==> config.mk <==
export PLATFORM = sky130hd
export DESIGN_NAME = bin_packing_l2_lower_bound_top_flat
export DESIGN_NICKNAME = d
export VERILOG_FILES = /design/src/rtl/core/bpl2_pkg.sv /design/src/rtl/core/bpl2_intf.sv /design/src/rtl/core/bpl2_div.sv /design/src/rtl/core/bpl2_dp.sv /design/src/rtl/core/bpl2_ctrl.sv /design/src/rtl/core/bin_packing_l2_lower_bound_top.sv /design/src/flat_wrapper.sv
export SDC_FILE = /design/constraint.sdc
export NUM_CORES = 2
export LEC_CHECK = 0
export ABC_AREA = 1
export BUFFER_PORTS_ARGS = -buffer_cell sky130_fd_sc_hd__buf_2
export CORE_MARGIN = 4
export CORE_UTILIZATION = 43
export CTS_BUF_LIST = sky130_fd_sc_hd__clkbuf_16
export DETAILED_ROUTE_END_ITERATION = 16
export GPL_ROUTABILITY_DRIVEN = 1
export PLACE_DENSITY = 0.57
export SYNTH_ARGS = -nofsm -noshare
export SYNTH_HDL_FRONTEND = slang
export SYNTH_SLANG_ARGS = --single-unit
export TNS_END_PERCENT = 30
==> constraint.sdc <==
create_clock -name clk -period 5.25 [get_ports clk]
set_clock_uncertainty 0.1 [all_clocks]
set_input_delay 1.05 -clock clk [delete_from_list [all_inputs] [get_ports clk]]
set_output_delay 1.05 -clock clk [all_outputs]
set_load 0.01 [all_outputs]
==> src/rtl/core/bpl2_pkg.sv <==
// shared constants, types and controller codes for the l2 bin packing bound block
package bpl2_pkg;

  localparam int MAX_ITEMS   = 64;
  localparam int WEIGHT_BITS = 16;
  localparam int ADDR_W      = $clog2(MAX_ITEMS);
  localparam int CNT_W       = $clog2(MAX_ITEMS + 1);
  localparam int SUM_W       = WEIGHT_BITS + ADDR_W;
  localparam int PROD_W      = CNT_W + WEIGHT_BITS;
  localparam int TOT_W       = PROD_W + 1;
  localparam int QCNT_W      = $clog2(PROD_W + 1);
  localparam int BOUND_W     = 7;
  localparam int BOUND_MAX   = 127;
  localparam int CAP_RESET   = 100;

  typedef enum logic [3:0] {
    S_IDLE,
    S_OUTER_RD,
    S_A_LOAD,
    S_INNER,
    S_DRAIN,
    S_MUL,
    S_PREP,
    S_DIV,
    S_UPD,
    S_NEXT,
    S_FIN,
    S_EMIT
  } ctrl_state_t;

  typedef struct packed {
    logic store;
    logic i_clr;
    logic i_inc;
    logic outer_rd;
    logic a_load;
    logic j_clr;
    logic inner_rd;
    logic mul;
    logic div_start;
    logic upd;
    logic fin;
    logic emit;
  } dp_cmd_t;

  typedef struct packed {
    logic i_last;
    logic j_last;
    logic a_small;
    logic div_busy;
    logic out_busy;
  } dp_stat_t;

endpackage

==> src/rtl/core/bpl2_intf.sv <==
// valid/ready channel interfaces for item words and bound words
interface bpl2_item_if import bpl2_pkg::*; ();
  logic                   valid;
  logic                   ready;
  logic [WEIGHT_BITS-1:0] item_weight;
  logic                   last_item;

  modport source (output valid, item_weight, last_item, input ready);
  modport sink   (input valid, item_weight, last_item, output ready);
endinterface

interface bpl2_bound_if import bpl2_pkg::*; ();
  logic               valid;
  logic               ready;
  logic [BOUND_W-1:0] lower_bound;
  logic               overflow;

  modport source (output valid, lower_bound, overflow, input ready);
  modport sink   (input valid, lower_bound, overflow, output ready);
endinterface

==> src/rtl/core/bpl2_div.sv <==
// restoring divider, one quotient bit per cycle
module bpl2_div import bpl2_pkg::*; (
  input  logic                   clk,
  input  logic                   rst,
  input  logic                   start,
  input  logic [PROD_W-1:0]      num,
  input  logic [WEIGHT_BITS-1:0] den,
  output logic                   busy,
  output logic [PROD_W-1:0]      quot
);

  logic [WEIGHT_BITS-1:0] rem;
  logic [PROD_W-1:0]      q;
  logic [QCNT_W-1:0]      cnt;
  logic [WEIGHT_BITS:0]   shifted;
  logic                   ge;

  assign shifted = {rem, q[PROD_W-1]};
  assign ge      = shifted >= {1'b0, den};
  assign quot    = q;

  always_ff @(posedge clk) begin
    if (rst) begin
      busy <= 1'b0;
      cnt  <= '0;
    end else if (start) begin
      busy <= 1'b1;
      cnt  <= QCNT_W'(PROD_W);
      rem  <= '0;
      q    <= num;
    end else if (busy) begin
      rem  <= ge ? WEIGHT_BITS'(shifted - {1'b0, den}) : shifted[WEIGHT_BITS-1:0];
      q    <= {q[PROD_W-2:0], ge};
      cnt  <= cnt - QCNT_W'(1);
      if (cnt == QCNT_W'(1)) begin
        busy <= 1'b0;
      end
    end
  end

endmodule

==> src/rtl/core/bpl2_dp.sv <==
// datapath: weight store, index counters, class sums, slack math and result register
module bpl2_dp import bpl2_pkg::*; (
  input  logic                   clk,
  input  logic                   rst,
  input  logic                   cfg_wr_en,
  input  logic [WEIGHT_BITS-1:0] cfg_wr_data,
  input  logic [WEIGHT_BITS-1:0] in_weight,
  input  dp_cmd_t                cmd,
  output dp_stat_t               stat,
  output logic                   out_valid,
  input  logic                   out_ready,
  output logic [BOUND_W-1:0]     out_bound,
  output logic                   out_ovf
);

  logic [WEIGHT_BITS-1:0] cap;
  logic [CNT_W-1:0]       count;
  logic                   ovf;
  logic [WEIGHT_BITS-1:0] mem [MAX_ITEMS];
  logic [WEIGHT_BITS-1:0] rdata;
  logic                   rd_vld;
  logic [ADDR_W-1:0]      i_idx;
  logic [ADDR_W-1:0]      j_idx;
  logic [ADDR_W-1:0]      rd_addr;
  logic [WEIGHT_BITS-1:0] a_reg;
  logic [CNT_W-1:0]       n1;
  logic [CNT_W-1:0]       n2;
  logic [SUM_W-1:0]       large_sum;
  logic [SUM_W-1:0]       small_sum;
  logic [PROD_W-1:0]      prod;
  logic                   use_q;
  logic                   any_seen;
  logic [BOUND_W-1:0]     best;

  logic                   full;
  logic [WEIGHT_BITS-1:0] half;
  logic [WEIGHT_BITS-1:0] top;
  logic [PROD_W-1:0]      slack;
  logic [PROD_W-1:0]      small_ext;
  logic                   need_q;
  logic [PROD_W-1:0]      div_num;
  logic                   div_busy;
  logic [PROD_W-1:0]      quot;
  logic [TOT_W-1:0]       tot;
  logic [BOUND_W-1:0]     b_sat;
  logic [BOUND_W-1:0]     cnt_sat;

  assign full      = count >= CNT_W'(MAX_ITEMS);
  assign half      = cap >> 1;
  assign top       = cap - a_reg;
  assign rd_addr   = cmd.inner_rd ? j_idx : i_idx;
  assign slack     = prod - PROD_W'(large_sum);
  assign small_ext = PROD_W'(small_sum);
  assign need_q    = (cap != '0) && (small_ext > slack);
  assign div_num   = need_q ? (small_ext - slack + PROD_W'(cap) - PROD_W'(1)) : '0;
  assign tot       = TOT_W'(n1) + TOT_W'(n2) + (use_q ? TOT_W'(quot) : TOT_W'(0));
  assign b_sat     = (tot > TOT_W'(BOUND_MAX)) ? BOUND_W'(BOUND_MAX) : tot[BOUND_W-1:0];
  assign cnt_sat   = (TOT_W'(count) > TOT_W'(BOUND_MAX)) ? BOUND_W'(BOUND_MAX)
                                                          : BOUND_W'(count);

  assign stat.i_last   = CNT_W'(i_idx) == count - CNT_W'(1);
  assign stat.j_last   = CNT_W'(j_idx) == count - CNT_W'(1);
  assign stat.a_small  = rdata <= half;
  assign stat.div_busy = div_busy;
  assign stat.out_busy = out_valid && !out_ready;

  bpl2_div u_div (
    .clk   (clk),
    .rst   (rst),
    .start (cmd.div_start),
    .num   (div_num),
    .den   (cap),
    .busy  (div_busy),
    .quot  (quot)
  );

  // store and read port
  always_ff @(posedge clk) begin
    if (cmd.store && !full) begin
      mem[count[ADDR_W-1:0]] <= in_weight;
    end
    if (cmd.outer_rd || cmd.inner_rd) begin
      rdata <= mem[rd_addr];
    end
  end

  always_ff @(posedge clk) begin
    if (rst) begin
      cap       <= WEIGHT_BITS'(CAP_RESET);
      count     <= '0;
      ovf       <= 1'b0;
      rd_vld    <= 1'b0;
      out_valid <= 1'b0;
    end else begin
      rd_vld <= cmd.inner_rd;
      if (cfg_wr_en) begin
        cap <= cfg_wr_data;
      end
      if (cmd.store) begin
        if (full) begin
          ovf <= 1'b1;
        end else begin
          count <= count + CNT_W'(1);
        end
      end
      if (cmd.emit) begin
        out_valid <= 1'b1;
        count     <= '0;
        ovf       <= 1'b0;
      end else if (out_ready) begin
        out_valid <= 1'b0;
      end
    end
  end

  always_ff @(posedge clk) begin
    if (cmd.i_clr) begin
      i_idx    <= '0;
      any_seen <= 1'b0;
    end else if (cmd.i_inc) begin
      i_idx <= i_idx + ADDR_W'(1);
    end
    if (cmd.j_clr) begin
      j_idx <= '0;
    end else if (cmd.inner_rd) begin
      j_idx <= j_idx + ADDR_W'(1);
    end
    if (cmd.a_load) begin
      a_reg <= rdata;
    end
    // sort each stored weight into its class for the current candidate
    if (cmd.j_clr) begin
      n1        <= '0;
      n2        <= '0;
      large_sum <= '0;
      small_sum <= '0;
    end else if (rd_vld) begin
      if (rdata > top) begin
        n1 <= n1 + CNT_W'(1);
      end else if (rdata > half) begin
        n2        <= n2 + CNT_W'(1);
        large_sum <= large_sum + SUM_W'(rdata);
      end else if (rdata >= a_reg) begin
        small_sum <= small_sum + SUM_W'(rdata);
      end
    end
    if (cmd.mul) begin
      prod <= PROD_W'(n2) * PROD_W'(cap);
    end
    if (cmd.div_start) begin
      use_q <= need_q;
    end
    if (cmd.upd) begin
      if (!any_seen || b_sat > best) begin
        best <= b_sat;
      end
      any_seen <= 1'b1;
    end
    if (cmd.fin && !any_seen) begin
      best <= cnt_sat;
    end
    if (cmd.emit) begin
      out_bound <= best;
      out_ovf   <= ovf;
    end
  end

endmodule

==> src/rtl/core/bpl2_ctrl.sv <==
// controller: sequences the outer candidate loop, the inner scan and the divide
module bpl2_ctrl import bpl2_pkg::*; (
  input  logic     clk,
  input  logic     rst,
  input  logic     in_valid,
  input  logic     in_last,
  output logic     in_ready,
  input  dp_stat_t stat,
  output dp_cmd_t  cmd
);

  ctrl_state_t state;
  ctrl_state_t state_next;

  always_ff @(posedge clk) begin
    if (rst) begin
      state <= S_IDLE;
    end else begin
      state <= state_next;
    end
  end

  always_comb begin
    state_next = state;
    cmd        = '0;
    in_ready   = 1'b0;
    unique case (state)
      S_IDLE: begin
        in_ready = 1'b1;
        if (in_valid) begin
          cmd.store = 1'b1;
          if (in_last) begin
            cmd.i_clr  = 1'b1;
            state_next = S_OUTER_RD;
          end
        end
      end
      S_OUTER_RD: begin
        cmd.outer_rd = 1'b1;
        state_next   = S_A_LOAD;
      end
      S_A_LOAD: begin
        cmd.a_load = 1'b1;
        if (stat.a_small) begin
          cmd.j_clr  = 1'b1;
          state_next = S_INNER;
        end else begin
          state_next = S_NEXT;
        end
      end
      S_INNER: begin
        cmd.inner_rd = 1'b1;
        if (stat.j_last) begin
          state_next = S_DRAIN;
        end
      end
      S_DRAIN: state_next = S_MUL;
      S_MUL: begin
        cmd.mul    = 1'b1;
        state_next = S_PREP;
      end
      S_PREP: begin
        cmd.div_start = 1'b1;
        state_next    = S_DIV;
      end
      S_DIV: begin
        if (!stat.div_busy) begin
          state_next = S_UPD;
        end
      end
      S_UPD: begin
        cmd.upd    = 1'b1;
        state_next = S_NEXT;
      end
      S_NEXT: begin
        if (stat.i_last) begin
          state_next = S_FIN;
        end else begin
          cmd.i_inc  = 1'b1;
          state_next = S_OUTER_RD;
        end
      end
      S_FIN: begin
        cmd.fin    = 1'b1;
        state_next = S_EMIT;
      end
      S_EMIT: begin
        if (!stat.out_busy) begin
          cmd.emit   = 1'b1;
          state_next = S_IDLE;
        end
      end
      default: state_next = S_IDLE;
    endcase
  end

endmodule

==> src/rtl/core/bin_packing_l2_lower_bound_top.sv <==
// top level of the l2 bin packing lower bound block
// usage:
//   items: one word per item (item_weight, last_item). every word, the
//   closing one too, is written into a 64-entry weight store; words past the
//   64th are dropped and flagged in the overflow bit of the result.
//   a word with last_item set closes the set and starts the bound search.
//   bounds: one word per set (lower_bound, overflow), held in an output
//   register until the receiver takes it; items keep flowing meanwhile.
//   search for a set of n stored weights: the outer pass reads, loads and
//   steps past every weight, and each candidate at most half the capacity
//   adds an inner scan of the n weights, a drain, a multiply, a 23-step
//   serial divide with its start and an update; then the fin and emit
//   states load the result. the store's single read port and the divider
//   set the search time; no items are taken during the search.
//   a stalled receiver leaves its bound in the output register; the next
//   finished bound waits in the datapath and blocks new items until then.
//   cfg_wr_en/cfg_wr_data write the bin capacity; write it only while idle.
//   reset: synchronous, clears the store fill count, the overflow flag and
//   the output valid, and sets the capacity to 100.
module bin_packing_l2_lower_bound_top import bpl2_pkg::*; (
  input  logic                   clk,
  input  logic                   rst,
  input  logic                   cfg_wr_en,
  input  logic [WEIGHT_BITS-1:0] cfg_wr_data,
  bpl2_item_if.sink              items,
  bpl2_bound_if.source           bounds
);

  // command and status between controller and datapath
  dp_cmd_t  cmd;
  dp_stat_t stat;

  bpl2_ctrl u_ctrl (
    .clk      (clk),
    .rst      (rst),
    .in_valid (items.valid),
    .in_last  (items.last_item),
    .in_ready (items.ready),
    .stat     (stat),
    .cmd      (cmd)
  );

  bpl2_dp u_dp (
    .clk         (clk),
    .rst         (rst),
    .cfg_wr_en   (cfg_wr_en),
    .cfg_wr_data (cfg_wr_data),
    .in_weight   (items.item_weight),
    .cmd         (cmd),
    .stat        (stat),
    .out_valid   (bounds.valid),
    .out_ready   (bounds.ready),
    .out_bound   (bounds.lower_bound),
    .out_ovf     (bounds.overflow)
  );

endmodule

==> src/flat_wrapper.sv <==
// flat-port wrapper written by rule: the top's interface ports become plain ports
module bin_packing_l2_lower_bound_top_flat import bpl2_pkg::*;
  (clk, rst, cfg_wr_en, cfg_wr_data, items_valid, items_item_weight, items_last_item, items_ready, bounds_valid, bounds_lower_bound, bounds_overflow, bounds_ready);
  bpl2_item_if items_i ();
  bpl2_bound_if bounds_i ();
  input  logic clk;
  input  logic rst;
  input  logic cfg_wr_en;
  input  logic [WEIGHT_BITS-1:0] cfg_wr_data;
  input wire logic [$bits(items_i.valid)-1:0] items_valid;
  input wire logic [$bits(items_i.item_weight)-1:0] items_item_weight;
  input wire logic [$bits(items_i.last_item)-1:0] items_last_item;
  output wire logic [$bits(items_i.ready)-1:0] items_ready;
  output wire logic [$bits(bounds_i.valid)-1:0] bounds_valid;
  output wire logic [$bits(bounds_i.lower_bound)-1:0] bounds_lower_bound;
  output wire logic [$bits(bounds_i.overflow)-1:0] bounds_overflow;
  input wire logic [$bits(bounds_i.ready)-1:0] bounds_ready;
  assign items_i.valid = items_valid;
  assign items_i.item_weight = items_item_weight;
  assign items_i.last_item = items_last_item;
  assign items_ready = items_i.ready;
  assign bounds_valid = bounds_i.valid;
  assign bounds_lower_bound = bounds_i.lower_bound;
  assign bounds_overflow = bounds_i.overflow;
  assign bounds_i.ready = bounds_ready;
  bin_packing_l2_lower_bound_top u_core (.clk(clk), .rst(rst), .cfg_wr_en(cfg_wr_en), .cfg_wr_data(cfg_wr_data), .items(items_i), .bounds(bounds_i));
endmodule
==> impl_metrics.toml <==
[status]
outcome = "finished, final reports clean"

[global_route]
antenna_found_initial = 0
grt_max_degree = 190
gr-usage-all-layers = 0.235
grt_pass1_wl_um = 271000
gr-total-overflow = 0
grt_pass1_vias = 42907

[cells_and_area]
area_growth_pct = 11.7
drive_above_1_share = 0.111
fin_util = 0.484
largest_reg_flops = 1024
nets = 6227
diodes = 0
fill_cells = 12999
regArea_sq_mm = 0.0362
final_cell_area_sq_mm = 0.0697
multiInputGateArea_sq_mm = 0.0232

[floorplanning]
rows = 139
initial_core_util = 0.434
die_h_um = 389
core_area_sq_mm = 0.144
dieWidth_um = 389
ioPinCount = 48
die_area_sq_mm = 0.151

[power]
p_sw_mw = 12.8
power_mw = 33.3
seq_power_share = 0.356
ir_drop_mv = 0.362
pwr-share-clk = 0.282
p_int_mw = 20.4
power_leakage_nw = 25.8
switching_share = 0.386
power_frac_comb = 0.362
powerDensity_mw_per_mm2 = 477

[logic_synthesis]
synth_top_cell_by_area = "edfxtp_1"
yosysSeqAreaShare = 0.580
yosys_warnings = 0
mappedNetlistArea_sq_mm = 0.0624
async_flop_share = 0
synth_most_common_cell = "edfxtp_1"
synth_cells = 5773
avgSynthCellArea_sq_um = 10.8
synth_cell_types = 53
synth_ff_type = "edfxtp_1"
yosys_register_bits = 1241
syn_nets = 6151
yosys-top-cells-area = "edfxtp_1 (55%), o211ai_1 (5.7%), ha_1 (4.8%), nand2_1 (4.7%), dfxtp_1 (3.4%)"
synth_common_cells = "edfxtp_1 (1134), nand2_1 (785), nor2_1 (535)"
synth_top_area_share = 0.546
synth_edf_count = 1134

[route]
wl_um = 181000
avgRoutedWirePerCell_um = 23.0
drc = 0
drt_iter0_drc = 3112
vias = 43784
first_pass_iters = 6
drtAntennaViolNets = 0
vias_per_cell = 5.57

[worst_setup_path]
critPathMaxStageDelay_ns = 0.76
r2r_cells = 14
crit_slowest_cell = "dfxtp_1"
crit_path_end_kind = "register"
startpoint_type = "register"
r2r_end = "u_core.u_dp.prod[18]"
crit_top_cell = "fa_1"
critPathRequiredTime_ns = 5.65
worstReg2RegStart = "u_core.u_dp.cap[0]"
crit_chain = "nand2_1, fa_1, fa_1, fa_1, inv_1, fa_1, ha_1, nand2_1, nor2_1, a21oi_1, o21ai_0, a21oi_1, o21ai_0, xor2_1"
critPathKind = "reg2reg"
r2r_setup_slack_ns = 0.27
cp_max_fo = 9
arrival_ns = 5.39

[sta]
setup_viol = 0
tns_ns = 0
fmax_mhz = 201
layout_min_cycle_time_ns = 4.98
fin_ws_ns = 0.268
worstMarginPinSlew_ns = 1.13
hold_viol = 0
maxSlewViolCount = 0
fin_crit_sh = 0.949
rsz0062_at_grt = "no"
relSlewSlack = 0.247

[worst_hold_path]
hp-class = "reg2reg"
hold_start = "u_core.u_dp.best[6]"
whs_path_depth = 0
hold_path_end = "u_core.u_dp.out_bound[6]"

[clocking]
cts-htree-levels = 4
clk_pin_slew_worst_paths_ns = 0.06
cts-root-buf = "clkbuf_16"
cts_setup_buffers = 0
ctsLongestPathBuffers = 3
cts_tree = "yes"
cts_buffers = 140
clock_sinks = 1241
clk_latency_ns = 0.78

[placement]
place.gp.congestion = 0.926
placed_area_sq_mm = 0.0653
pre_cts_ws_ns = 0.313
hpwl_um = 116000
numPortBuffers = 47

[job]
cap_viol_max_count = 0
-- layout make-up --
| cell class | count | share of cell area |
|---|---|---|
| Sequential cell | 1241 | 0.519 |
| Multi-Input combinational cell | 3769 | 0.333 |
| Clock buffer | 144 | 0.0517 |
| Tap cell | 1903 | 0.0342 |
| Inverter | 474 | 0.0258 |
| Timing Repair Buffer | 223 | 0.0249 |
| Clock inverter | 111 | 0.0115 |
-- worst max-delay path: cells and delay by family (launching register included) --
family          cells  cell delay, ns
fa+ha+maj           5            2.29
compound gates      4            0.95
flops               1            0.76
simple gates        3            0.47
xor+xnor            1            0.10
buf+inv             1            0.05
-- through the flow --
stage	hold WS, ns	std cells
finish	0.350	7865
global route	0.362	7865
CTS	0.353	7865
detailed placement	0.329	7610
global placement	0.329	7610
floorplan	0.309	5773
-- power groups by stage --
stage                     sequential (mW)  clock, mW  combinational, mW
final                                11.8       9.37               12.1
after global routing                 11.9       10.0               13.4
after CTS                            11.8       9.55               12.1
after detailed placement             12.0          0               12.0
after global placement               12.0          0               11.9
after floorplan                      11.8          0               8.29
-- layer usage --
metal | track usage | vias to the layer above | part of all wire
met1 | 0.311 | 21567 | 0.43
li1 | - | 20722 | -
met5 | 0 | - | 0
met3 | 0.0341 | 300 | 0.050
met2 | 0.398 | 1195 | 0.49
met4 | 0.0825 | 0 | 0.034
-- cells in the final DEF, fill, tap and decap left out, types with 6 or more instances in the layout --
cell and count:
buf_12 14, a31oi_1 16, nor2_2 14, dfxtp_1 107, a21oi_1 264, inv_1 506, nor2_1 523, clkinv_1 34
xnor2_1 50, or2_2 170, o211ai_1 470, nor4_1 13, fa_1 101, nand2_2 6, buf_4 162, or2_1 8
o21ai_0 406, a21o_1 13, nand3_1 418, nor3_1 26, clkbuf_16 144, nand4_1 40, nand2_1 784, nand3b_1 9
edfxtp_1 1134, buf_2 47, o21bai_1 8, o211ai_2 48, xor2_1 78, ha_1 239, clkinv_2 14, or2_0 17
-- worst max-delay path by stage --
| stage | endpoint | depth (start not counted) | slack (ns) | start |
|---|---|---|---|---|
| after floorplan | u_core.u_dp.best[0] | 26 | 0.27 | u_core.u_dp.use_q |
| after global routing | u_core.u_dp.u_div.quot[20] | 25 | 0.009 | u_core.u_dp.large_sum[2] |
| after global placement | u_core.u_dp.prod[18] | 14 | 0.43 | u_core.u_dp.cap[0] |
| final | u_core.u_dp.prod[18] | 14 | 0.27 | u_core.u_dp.cap[0] |
| after CTS | u_core.u_dp.prod[18] | 14 | 0.30 | u_core.u_dp.cap[0] |
| after detailed placement | u_core.u_dp.prod[18] | 14 | 0.31 | u_core.u_dp.cap[0] |
-- what timing repair did --
item / CTS / global route
hold buffers: 0 / 0
endpoints found under the setup margin: 0 / 7
gates resized for setup: 0 / 2
-- cells by family after synthesis --
kind of cell | synth area share
buf+inv | 0.0503
fa+ha+maj | 0.0803
xor+xnor | 0.0180
compound gates | 0.128
simple gates | 0.144
flops | 0.580
No activity file was read; power rests on OpenSTA's default activity.
